<file path="src/design/vcdg_pkg.sv">
package vcdg_pkg;

    localparam int COORD_W     = 10;
    localparam int WORD_W      = 18;
    localparam int LEVEL_W     = 3;
    localparam int ACTION_W    = 3;
    localparam int SIZE_W      = 2;
    localparam int PITCH_W     = 3;
    localparam int OFFSET_W    = 5;
    localparam int COUNT_W     = 5;
    localparam int LEFT_BITS   = 17;
    localparam int RIGHT_BITS  = 18;
    localparam int ROWS_DEF    = 7;
    localparam int COLUMNS_DEF = 5;
    localparam int IN_TDATA_W  = 48;
    localparam int OUT_TDATA_W = 48;
    localparam int OUT_USED_W  = 4 * COORD_W + LEVEL_W + 1;

    typedef enum logic [ACTION_W-1:0] {
        ACT_SET_SIZE   = 3'd0,
        ACT_SPACE      = 3'd1,
        ACT_LOAD_LEFT  = 3'd2,
        ACT_CLEAR_PEN  = 3'd3,
        ACT_LOAD_RIGHT = 3'd4
    } action_t;

    typedef enum logic [2:0] {
        STEP_IDLE     = 3'd0,
        STEP_SET_SIZE = 3'd1,
        STEP_SPACE    = 3'd2,
        STEP_LOAD_L   = 3'd3,
        STEP_LOAD_R   = 3'd4,
        STEP_SHIFT    = 3'd5,
        STEP_CHAR_END = 3'd6,
        STEP_STATUS   = 3'd7
    } step_t;

    typedef enum logic [2:0] {
        OP_NONE,
        OP_SET_SIZE,
        OP_SPACE,
        OP_LOAD_L,
        OP_LOAD_R,
        OP_SHIFT,
        OP_CHAR_END,
        OP_STATUS
    } op_t;

    typedef enum logic [1:0] {
        JMP_DISPATCH,
        JMP_GOTO,
        JMP_LOOP
    } jump_t;

    typedef struct packed {
        logic  wait_in;
        op_t   op;
        jump_t jump;
        step_t target;
    } ctrl_t;

    function automatic ctrl_t ucode_rom(input step_t step);
        ctrl_t c;
        c = '{wait_in: 1'b0, op: OP_NONE, jump: JMP_GOTO, target: STEP_IDLE};
        unique case (step)
            STEP_IDLE:     c = '{1'b1, OP_NONE,     JMP_DISPATCH, STEP_IDLE};
            STEP_SET_SIZE: c = '{1'b0, OP_SET_SIZE, JMP_GOTO,     STEP_STATUS};
            STEP_SPACE:    c = '{1'b0, OP_SPACE,    JMP_GOTO,     STEP_STATUS};
            STEP_LOAD_L:   c = '{1'b0, OP_LOAD_L,   JMP_GOTO,     STEP_SHIFT};
            STEP_LOAD_R:   c = '{1'b0, OP_LOAD_R,   JMP_GOTO,     STEP_SHIFT};
            STEP_SHIFT:    c = '{1'b0, OP_SHIFT,    JMP_LOOP,     STEP_SHIFT};
            STEP_CHAR_END: c = '{1'b0, OP_CHAR_END, JMP_GOTO,     STEP_STATUS};
            STEP_STATUS:   c = '{1'b0, OP_STATUS,   JMP_GOTO,     STEP_IDLE};
            default:       c = '{1'b1, OP_NONE,     JMP_DISPATCH, STEP_IDLE};
        endcase
        return c;
    endfunction

    function automatic step_t dispatch(input logic [ACTION_W-1:0] action);
        step_t s;
        unique case (action)
            ACT_SET_SIZE:   s = STEP_SET_SIZE;
            ACT_SPACE:      s = STEP_SPACE;
            ACT_LOAD_LEFT:  s = STEP_LOAD_L;
            ACT_LOAD_RIGHT: s = STEP_LOAD_R;
            ACT_CLEAR_PEN:  s = STEP_STATUS;
            default:        s = STEP_STATUS;
        endcase
        return s;
    endfunction

    // ones-complement fix, then move the origin to mid screen
    function automatic logic [COORD_W-1:0] screen_coord(input logic [COORD_W-1:0] v);
        logic [COORD_W-1:0] f;
        f = v[COORD_W-1] ? v + COORD_W'(1) : v;
        return {~f[COORD_W-1], f[COORD_W-2:0]};
    endfunction

endpackage

</file>
<file path="src/design/vector_character_dot_generator.sv">
// vector character dot generator
// input channel s_axis: one beat is one command; tuser carries the action,
// tdata the accumulator word, beam position, intensity and completion request
// output channel m_axis: zero or more dot beats (tuser 0) followed by one
// status beat (tuser 1, tlast 1) for every command
// a small control store steps the datapath; one command is taken only while
// the step counter sits at its idle step
// steps per command: set size and space pass through their own step and the status
// step, clear pen and unused actions go straight to the status step, and load left
// and load right pass through the load, shift, character end and status steps, one
// matrix bit per cycle through the shift step unless it holds on a stalled set bit
// each dot enters the output register from the shift step that meets a set bit
// results sit in an output register, so a new command is taken while the
// status beat still waits there
// when the receiver stalls, the shift step holds on a set bit and the status
// step holds until the output register is free
// reset clears size, pitch, gap, offsets, pen, counters and level to zero and
// parks the step counter at idle; the block takes a beat right after reset
module vector_character_dot_generator
    import vcdg_pkg::*;
#(
    parameter int ROWS    = ROWS_DEF,
    parameter int COLUMNS = COLUMNS_DEF
)
(
    input  logic                   clk,
    input  logic                   rst_n,
    input  logic                   s_axis_tvalid,
    output logic                   s_axis_tready,
    // io_word, beam_x, beam_y, brightness_in, wants_completion, zero fill
    input  logic [IN_TDATA_W-1:0]  s_axis_tdata,
    // action
    input  logic [ACTION_W-1:0]    s_axis_tuser,
    output logic                   m_axis_tvalid,
    input  logic                   m_axis_tready,
    // dot_x, dot_y, dot_level, beam_x_out, beam_y_out, complete, zero fill
    output logic [OUT_TDATA_W-1:0] m_axis_tdata,
    // result_kind
    output logic                   m_axis_tuser,
    output logic                   m_axis_tlast
);

    localparam int ROW_W = $clog2(ROWS);
    localparam int COL_W = $clog2(COLUMNS + 1);

    step_t pc_reg, pc_next;
    ctrl_t ctrl;

    logic [SIZE_W-1:0]   size_reg, size_next;
    logic [PITCH_W-1:0]  pitch_reg, pitch_next;
    logic [PITCH_W-1:0]  gap_reg, gap_next;
    logic                auto_reg, auto_next;
    logic [OFFSET_W-1:0] sub_off_reg, sub_off_next;
    logic [COORD_W-1:0]  pen_x_reg, pen_x_next;
    logic [COORD_W-1:0]  base_y_reg, base_y_next;
    logic [COL_W-1:0]    col_reg, col_next;
    logic [ROW_W-1:0]    row_reg, row_next;
    logic [LEVEL_W-1:0]  level_reg, level_next;
    logic                finished_reg, finished_next;
    logic                is_load_reg, is_load_next;
    logic [COUNT_W-1:0]  bits_reg, bits_next;

    logic [WORD_W-1:0]   word_reg, word_next;
    logic [COORD_W-1:0]  bx_reg, bx_next;
    logic [COORD_W-1:0]  by_reg, by_next;
    logic [LEVEL_W-1:0]  bright_reg, bright_next;
    logic                cmpl_reg, cmpl_next;

    logic                out_valid_reg, out_valid_next;
    logic                out_kind_reg, out_kind_next;
    logic [COORD_W-1:0]  out_dx_reg, out_dx_next;
    logic [COORD_W-1:0]  out_dy_reg, out_dy_next;
    logic [LEVEL_W-1:0]  out_lv_reg, out_lv_next;
    logic [COORD_W-1:0]  out_bx_reg, out_bx_next;
    logic [COORD_W-1:0]  out_by_reg, out_by_next;
    logic                out_cp_reg, out_cp_next;

    logic                in_fire;
    logic                out_busy;
    logic                top_bit;
    logic                stall;
    logic                advance;
    logic [LEVEL_W-1:0]  level_eff;
    logic [COORD_W-1:0]  dot_y_raw;
    logic [COORD_W-1:0]  space_step;
    logic [PITCH_W+1:0]  two_pitch;

    assign ctrl          = ucode_rom(pc_reg);
    assign s_axis_tready = ctrl.wait_in;
    assign in_fire       = s_axis_tvalid && s_axis_tready;
    assign out_busy      = out_valid_reg && !m_axis_tready;
    assign top_bit       = word_reg[WORD_W-1];
    assign stall         = out_busy && (((ctrl.op == OP_SHIFT) && top_bit)
                                        || (ctrl.op == OP_STATUS));
    assign advance       = ctrl.wait_in ? in_fire : !stall;

    assign level_eff  = (level_reg == LEVEL_W'(4)) ? '0 : level_reg;
    assign dot_y_raw  = base_y_reg + COORD_W'(row_reg) * COORD_W'(pitch_reg)
                        + {{(COORD_W-OFFSET_W){sub_off_reg[OFFSET_W-1]}}, sub_off_reg};
    assign space_step = COORD_W'({pitch_reg, 2'b00}) + COORD_W'(pitch_reg)
                        + (auto_reg ? COORD_W'(gap_reg) : '0);
    assign two_pitch  = {1'b0, pitch_reg, 1'b0};

    assign m_axis_tvalid = out_valid_reg;
    assign m_axis_tuser  = out_kind_reg;
    assign m_axis_tlast  = out_kind_reg;
    assign m_axis_tdata  = {{(OUT_TDATA_W-OUT_USED_W){1'b0}}, out_cp_reg, out_by_reg,
                            out_bx_reg, out_lv_reg, out_dy_reg, out_dx_reg};

    always_comb
    begin
        pc_next       = pc_reg;
        size_next     = size_reg;
        pitch_next    = pitch_reg;
        gap_next      = gap_reg;
        auto_next     = auto_reg;
        sub_off_next  = sub_off_reg;
        pen_x_next    = pen_x_reg;
        base_y_next   = base_y_reg;
        col_next      = col_reg;
        row_next      = row_reg;
        level_next    = level_reg;
        finished_next = finished_reg;
        is_load_next  = is_load_reg;
        bits_next     = bits_reg;
        word_next     = word_reg;
        bx_next       = bx_reg;
        by_next       = by_reg;
        bright_next   = bright_reg;
        cmpl_next     = cmpl_reg;
        out_kind_next = out_kind_reg;
        out_dx_next   = out_dx_reg;
        out_dy_next   = out_dy_reg;
        out_lv_next   = out_lv_reg;
        out_bx_next   = out_bx_reg;
        out_by_next   = out_by_reg;
        out_cp_next   = out_cp_reg;
        out_valid_next = out_valid_reg && !m_axis_tready;

        if (advance)
        begin
            unique case (ctrl.op)
                OP_NONE:
                begin
                    word_next    = s_axis_tdata[WORD_W-1:0];
                    bx_next      = s_axis_tdata[WORD_W +: COORD_W];
                    by_next      = s_axis_tdata[WORD_W+COORD_W +: COORD_W];
                    bright_next  = s_axis_tdata[WORD_W+2*COORD_W +: LEVEL_W];
                    cmpl_next    = s_axis_tdata[WORD_W+2*COORD_W+LEVEL_W];
                    is_load_next = (s_axis_tuser == ACT_LOAD_LEFT)
                                   || (s_axis_tuser == ACT_LOAD_RIGHT);
                end
                OP_SET_SIZE:
                begin
                    size_next    = word_reg[SIZE_W-1:0];
                    pitch_next   = PITCH_W'(2) + PITCH_W'(word_reg[SIZE_W-1:0]);
                    gap_next     = PITCH_W'(4) + PITCH_W'(word_reg[SIZE_W-1:0]);
                    auto_next    = word_reg[SIZE_W];
                    sub_off_next = '0;
                    level_next   = bright_reg;
                end
                OP_SPACE:
                begin
                    bx_next = bx_reg + space_step;
                end
                OP_LOAD_L:
                begin
                    sub_off_next  = word_reg[0] ? OFFSET_W'(0) - OFFSET_W'(two_pitch) : '0;
                    pen_x_next    = bx_reg;
                    base_y_next   = by_reg;
                    level_next    = bright_reg;
                    col_next      = '0;
                    row_next      = '0;
                    finished_next = 1'b0;
                    bits_next     = COUNT_W'(LEFT_BITS);
                end
                OP_LOAD_R:
                begin
                    bits_next = COUNT_W'(RIGHT_BITS);
                end
                OP_SHIFT:
                begin
                    word_next = {word_reg[WORD_W-2:0], 1'b0};
                    bits_next = bits_reg - COUNT_W'(1);
                    if (top_bit)
                    begin
                        level_next     = level_eff;
                        out_valid_next = 1'b1;
                        out_kind_next  = 1'b0;
                        out_dx_next    = screen_coord(pen_x_reg);
                        out_dy_next    = screen_coord(dot_y_raw);
                        out_lv_next    = level_eff + LEVEL_W'(4);
                        out_bx_next    = '0;
                        out_by_next    = '0;
                        out_cp_next    = 1'b0;
                    end
                    if (row_reg == ROW_W'(ROWS - 1))
                    begin
                        row_next   = '0;
                        pen_x_next = pen_x_reg + COORD_W'(pitch_reg);
                        if (col_reg != COL_W'(COLUMNS))
                        begin
                            col_next = col_reg + COL_W'(1);
                        end
                    end
                    else
                    begin
                        row_next = row_reg + ROW_W'(1);
                    end
                end
                OP_CHAR_END:
                begin
                    if (col_reg == COL_W'(COLUMNS))
                    begin
                        finished_next = 1'b1;
                        if (auto_reg)
                        begin
                            pen_x_next = pen_x_reg + COORD_W'(gap_reg);
                        end
                    end
                end
                OP_STATUS:
                begin
                    out_valid_next = 1'b1;
                    out_kind_next  = 1'b1;
                    out_dx_next    = '0;
                    out_dy_next    = '0;
                    out_lv_next    = '0;
                    out_bx_next    = (is_load_reg && finished_reg) ? pen_x_reg : bx_reg;
                    out_by_next    = (is_load_reg && finished_reg) ? base_y_reg : by_reg;
                    out_cp_next    = cmpl_reg;
                end
                default:
                begin
                    out_valid_next = out_valid_reg && !m_axis_tready;
                end
            endcase

            unique case (ctrl.jump)
                JMP_DISPATCH: pc_next = dispatch(s_axis_tuser);
                JMP_GOTO:     pc_next = ctrl.target;
                JMP_LOOP:     pc_next = (bits_reg == COUNT_W'(1))
                                        ? step_t'(pc_reg + 3'd1) : ctrl.target;
                default:      pc_next = STEP_IDLE;
            endcase
        end
    end

    always_ff @(posedge clk or negedge rst_n)
    begin
        if (!rst_n)
        begin
            pc_reg        <= STEP_IDLE;
            size_reg      <= '0;
            pitch_reg     <= '0;
            gap_reg       <= '0;
            auto_reg      <= 1'b0;
            sub_off_reg   <= '0;
            pen_x_reg     <= '0;
            base_y_reg    <= '0;
            col_reg       <= '0;
            row_reg       <= '0;
            level_reg     <= '0;
            finished_reg  <= 1'b0;
            is_load_reg   <= 1'b0;
            bits_reg      <= '0;
            out_valid_reg <= 1'b0;
        end
        else
        begin
            pc_reg        <= pc_next;
            size_reg      <= size_next;
            pitch_reg     <= pitch_next;
            gap_reg       <= gap_next;
            auto_reg      <= auto_next;
            sub_off_reg   <= sub_off_next;
            pen_x_reg     <= pen_x_next;
            base_y_reg    <= base_y_next;
            col_reg       <= col_next;
            row_reg       <= row_next;
            level_reg     <= level_next;
            finished_reg  <= finished_next;
            is_load_reg   <= is_load_next;
            bits_reg      <= bits_next;
            out_valid_reg <= out_valid_next;
        end
    end

    always_ff @(posedge clk)
    begin
        word_reg     <= word_next;
        bx_reg       <= bx_next;
        by_reg       <= by_next;
        bright_reg   <= bright_next;
        cmpl_reg     <= cmpl_next;
        out_kind_reg <= out_kind_next;
        out_dx_reg   <= out_dx_next;
        out_dy_reg   <= out_dy_next;
        out_lv_reg   <= out_lv_next;
        out_bx_reg   <= out_bx_next;
        out_by_reg   <= out_by_next;
        out_cp_reg   <= out_cp_next;
    end

endmodule

</file>
<file path="config.mk">
export PLATFORM = sky130hd
export DESIGN_NAME = vector_character_dot_generator
export DESIGN_NICKNAME = d
export VERILOG_FILES = /design/src/design/vcdg_pkg.sv /design/src/design/vector_character_dot_generator.sv
export SDC_FILE = /design/constraint.sdc
export NUM_CORES = 1
export LEC_CHECK = 0
export BUFFER_PORTS_ARGS = -buffer_cell sky130_fd_sc_hd__buf_4
export CORE_ASPECT_RATIO = 1.25
export CORE_UTILIZATION = 30
export DETAILED_ROUTE_END_ITERATION = 12
export SLEW_MARGIN = 15
export SYNTH_ARGS = -nofsm -noshare
export SYNTH_HDL_FRONTEND = slang
export SYNTH_SLANG_ARGS = --single-unit
</file>
<file path="constraint.sdc">
create_clock -name clk -period 7.7 [get_ports clk]
set_clock_uncertainty 0.2 [all_clocks]
set_input_delay 1.155 -clock clk [delete_from_list [all_inputs] [get_ports clk]]
set_output_delay 1.155 -clock clk [all_outputs]
set_load 0.1 [all_outputs]
</file>
* After elaboration in Yosys (flattened, before gate mapping) *
Memory sizes are Yosys's and may differ from the RTL's.
Cells that the tools add are included.

word-level totals
  bits in registers = 139
  bits in read-only memories = 72
  input port bits = 55
  output and inout bits = 52
  word-level logic and storage cells = 147
  memories kept = 1

memories
  memory            words  width  read ports  clocked after memory_dff  write ports  RTL line        source
  (name not given)  8      9      1           0                         0            vcdg_pkg.sv:65  unique case (step)

cells by class
  $add $sub $neg = 17
  multiply operators = 1
  equal/unequal tests = 22
  multiplexer cells = 43
  bitwise logic cells = 2
  reductions and logical operators = 35

operators by type and width
  kind                                                  count
  2-to-1 mux 10 bit                                     10
  case mux 10 bit (2 select lines)                      5
  case mux 18 bit (2 select lines)                      1
  case mux 10 bit (3 select lines)                      1
  equality test 3 bit (second input constant)           8
  2-to-1 mux 3 bit                                      8
  case mux 3 bit (2 select lines)                       4
  adder 10 x 1 -> 10 bit (second input constant)        2
  adder 10 x 3 -> 10 bit                                2
  AND reduction 2 bit                                   8
  case mux 5 bit (3 select lines)                       1
  nonzero test 2 bit                                    7
  case mux 3 bit (4 select lines)                       1
  adder 10 bit                                          1
  adder 10 x 6 -> 10 bit                                1
  adder 10 x 7 -> 10 bit                                1
  case mux 5 bit (2 select lines)                       1
  adder 3 x 1 -> 3 bit (second input constant)          3
  equality test 3 x 2 -> 1 bit (second input constant)  3
  case mux 3 bit (3 select lines)                       1
  AND reduction 3 bit                                   3
  case mux 1 bit (2 select lines)                       4
  adder 6 x 3 -> 7 bit                                  1
  adder 5 x 3 -> 6 bit                                  1
  other kinds (25)                                      42

* Depth between registers and ports, before layout *
  depth after elaboration = 8
  depth in mapped cells = 16
  mapped depth without buffers = 15

* Worst setup path before layout *
Ideal clock, no wire load.

  path kind = flip-flop to flip-flop
  start = register pc_reg[0]
  end = register out_kind_reg (netlist: m_axis_tlast), enable pin
  library setup time = 0.462 ns
  arrival = 4.029 ns
  required time = 7.038 ns
  setup slack = 3.009 ns
  cell stages (with the launch flop) = 7
  cell sequence = dfrtp_1 -> inv_1 -> ha_1 -> nand2b_1 -> inv_1 -> o21bai_1 -> a21oi_1

between the ends
  elaborated cells on any way between the ends = 12
  those cells by class = eq/ne (3); mux (1); reduce/logical (7); memory (1)

RTL lines
  what                               RTL line                               source
  from (decl)                        vector_character_dot_generator.sv:46   step_t pc_reg, pc_next;
  from (signal assigned)             vector_character_dot_generator.sv:271  pc_reg <= pc_next;
  memory (8 x 9 bit) (*)             -
  named net s_axis_tready            vector_character_dot_generator.sv:29   output logic s_axis_tready,
  logical AND 1 bit                  vector_character_dot_generator.sv:90   assign in_fire = s_axis_tvalid && s_axis_tready;
  2-to-1 mux 1 bit (*)               vector_character_dot_generator.sv:95   assign advance = ctrl.wait_in ? in_fire : !stall;
  AND reduction 3 bit (no line) (*)  -
  to (signal assigned)               vector_character_dot_generator.sv:296  out_kind_reg <= out_kind_next;
  to (decl)                          vector_character_dot_generator.sv:70   logic out_kind_reg, out_kind_next;

Mark *: on every way through the listed nets, which the timed path passes. The rest lies on a longest branch.
A chain may end at the register's enable or synchronous reset.

==> key figures <==
Run status
  • Status: finished, final reports clean

STA
  • Slew @ Worst Pin: ~0.98 ns
  • Slew Limit Fails: 0
  • Fin crit share: 61.8%
  • Rel. slew slack: between 30% and 40%
  • F_max: ~0.21 GHz
  • Total Neg Setup Slack: 0 ns
  • Worst hold slack: about 0.27 ns
  • Setup violators final: 0
  • Fin. Hold Viols: 0
  • Post-route minimum period: between 4 and 5 ns
  • RSZ-0062 raised after global routing: false

Die
  • Area of the core: approximately 0.025 mm2
  • DIE WIDTH: approximately 150 um
  • Ports: roughly 110
  • Die H: approximately 180 um
  • Starting Density: a little over 30%
  • Die Footprint: approximately 0.027 mm2
  • Row count: between 60 and 70

Run
  • Maxcap violations: 0

Synthesis
  • Synth cell types: between 60 and 70
  • Flip-flop and latch count after synthesis: 136
  • Mapped Avg Cell Area: 10.1 um2
  • Synth area leaders: edfxtp_1 (34%), dfrtp_1 (16%), nand2_1 (8.3%)
  • Asr flop ratio synth: approximately 36%
  • Leading area contributor after synthesis: edfxtp_1
  • Yosys top cell area share: 33.5%
  • Post-Syn Instances: around 770
  • Post-synth EDFFs: 87
  • Sequential share of the synthesized area: between 40% and 50%
  • Mapped Area: roughly 0.0078 mm2
  • Warnings from Yosys: 0
  • Synth Flop Type: edfxtp_1

Clocking
  • Clock latency at the later pin of the worst-skew pair: about 0.43 ns
  • Clk sink count: roughly 140
  • CTS tree: done
  • Hold-fix buffers, CTS: 0
  • Postcts setup bufs: 0
  • Clk buf depth: 2
  • Clock root buffer: clkbuf_16
  • Clock transition at path regs: approximately 0.06 ns
  • H-Tree Depth: 4
  • CTS Buf Count: 17
  • Post-CTS Resized: 0

Layout
  • Largest register FFs: 18
  • Fraction of layout instances using a drive strength above 1: between 15 and 20%
  • ANT cells: 0
  • Area added between synthesis and finish: 20.5%
  • Final Net Count: around 1000

Routing
  • Vias: approximately 5600
  • # DRC: 0
  • Routed wire per std cell: between 10 and 15 um
  • Routed Antenna Nets: 0
  • DRT iter0 DRCs: 254
  • Detailed-route vias per instance: between 4 and 5
  • Pre-antenna DRT Iters: 4
  • Routed WL: approximately 17000 um

Setup path
  • Max FO, Critical Path: 11
  • Crit path launch type: register
  • Critical Path RT: 7.77 ns
  • WP data arrival: between 4 and 5 ns
  • CP endpoint kind: register
  • Crit Path Class: register to register

Placed design
  • Number of port buffers: 96
  • Post-DP HPWL: approximately 12000 um
  • GPL Wtd Cong: around 0.83

GRT
  • GRT overflow: 0
  • Vias in the first global route: between 5000 and 6000
  • Largest net degree at the start of global routing: 53
  • Total GRT Usage: about 14%
  • Initial antenna violation count: 0
  • First-pass GRT wire length: between 20000 and 30000 um

Worst hold path
  • Hold WC Path Type: register to register
==> critical path, stage by stage (launching register included) <==
cell      delay [ns]
dfrtp_1         0.59
nand2_1         0.14
fa_1            0.58
fa_1            0.44
fa_1            0.46
inv_1           0.06
ha_1            0.16
inv_1           0.05
fa_1            0.40
nand2b_1        0.18
a21oi_1         0.16
xor2_1          0.30
nand4_1         0.21
or4b_1          0.49
a21oi_1         0.17
==> worst paths after layout <==
kind | cells after the start | startpoint | end | slack [ns]
hold reg to reg | 2 | by_reg[9] | base_y_reg[9] | 0.27
min in group asynchronous | 1 | rst_n | pen_x_reg[8] | 0.55
hold / removal | 2 | by_reg[9] | base_y_reg[9] | 0.27
max in group asynchronous | 1 | rst_n | level_reg[0] | 6.26
setup reg to reg | 14 | gap_reg[1] | out_dy_reg[9] | 2.94
setup / recovery | 14 | gap_reg[1] | out_dy_reg[9] | 2.94
==> per-stage QoR <==
step	util [%]	instances	setup WS, ns	cell area (um2)
finish	37.0	1205	2.94	9390
global route	37.0	1205	2.52	9390
CTS	37.0	1205	2.92	9390
detailed placement	34.7	1173	2.95	8800
global placement	34.7	1173	3.05	8800
floorplan	-	776	3.01	7800
==> cell usage in the layout (no fill, tap or decap), drive strengths merged, types with 3 or more instances in the layout <==
cell type and count:
a211o 3, a21boi 23, a21o 4, a21oi 42, a31oi 5, a32o 3
and2 17, and3 5, buf 101, bufinv 3, clkbuf 18, clkinv 8
clkinvlp 3, conb 4, dfrtp 49, edfxtp 87, fa 16, ha 44
inv 49, mux2 12, mux2i 3, nand2 174, nand2b 10, nand3 8
nand4 6, nor2 38, nor2b 10, nor3 11, o211ai 3, o21a 3
o21ai 47, o22ai 4, o31ai 5, or3 3, xnor2 12, xor2 12
==> cells in the mapped netlist (5+ instances only) <==
cell      count
nand2_1     173
edfxtp_1     87
dfrtp_1      49
inv_1        48
o21ai_0      45
ha_1         44
a21oi_1      40
nor2_1       38
clkbuf_1     24
a21boi_0     23
and2_1       17
fa_1         16
xor2_1       12
xnor2_1      11
nand2b_1     10
nor2b_1      10
mux2_2        9
nor3_1        9
nand3_1       8
buf_4         6
nand4_1       6
buf_2         5
==> cells by family (layout without fill, tap and decap cells) <==
family                     count (synthesis)  after routing  synth area share, %
buffers and inverters                     88            182                 4.80
adders and majority gates                 60             60                 11.2
AOI/OAI and AO/OA                        157            157                 13.0
xor gates and xnor gates                  24             24                 2.79
DFF                                      136            136                 49.3
other                                      1              4               0.0481
muxes                                     15             15                 2.12
and+or+nand+nor                          292            292                 16.9
==> area by class of cell <==
| class | count | area [um2] |
|---|---|---|
| clock buffers | 18 | 429 |
| clock inverters | 14 | 158 |
| fillers | 2592 | 16000 |
| inverters | 49 | 184 |
| multi-input cells | 552 | 3600 |
| flip-flops and latches | 136 | 3840 |
| well taps | 335 | 419 |
| repair buffers | 101 | 758 |
==> per-layer routing <==
| metal | track usage [%] | vias up | part of all wire, % | wire [um] |
|---|---|---|---|---|
| li1 | - | 2822 | - | - |
| met1 | 16.3 | 2683 | 45 | 7640 |
| met2 | 23.3 | 103 | 49 | 8480 |
| met3 | 3.18 | 26 | 3.7 | 629 |
| met4 | 6.04 | 0 | 2.3 | 395 |
| met5 | 0 | - | 0 | 0 |
Power is not shown: default switching activity piles up to over one toggle a cycle in this logic, so the estimate is an artifact.
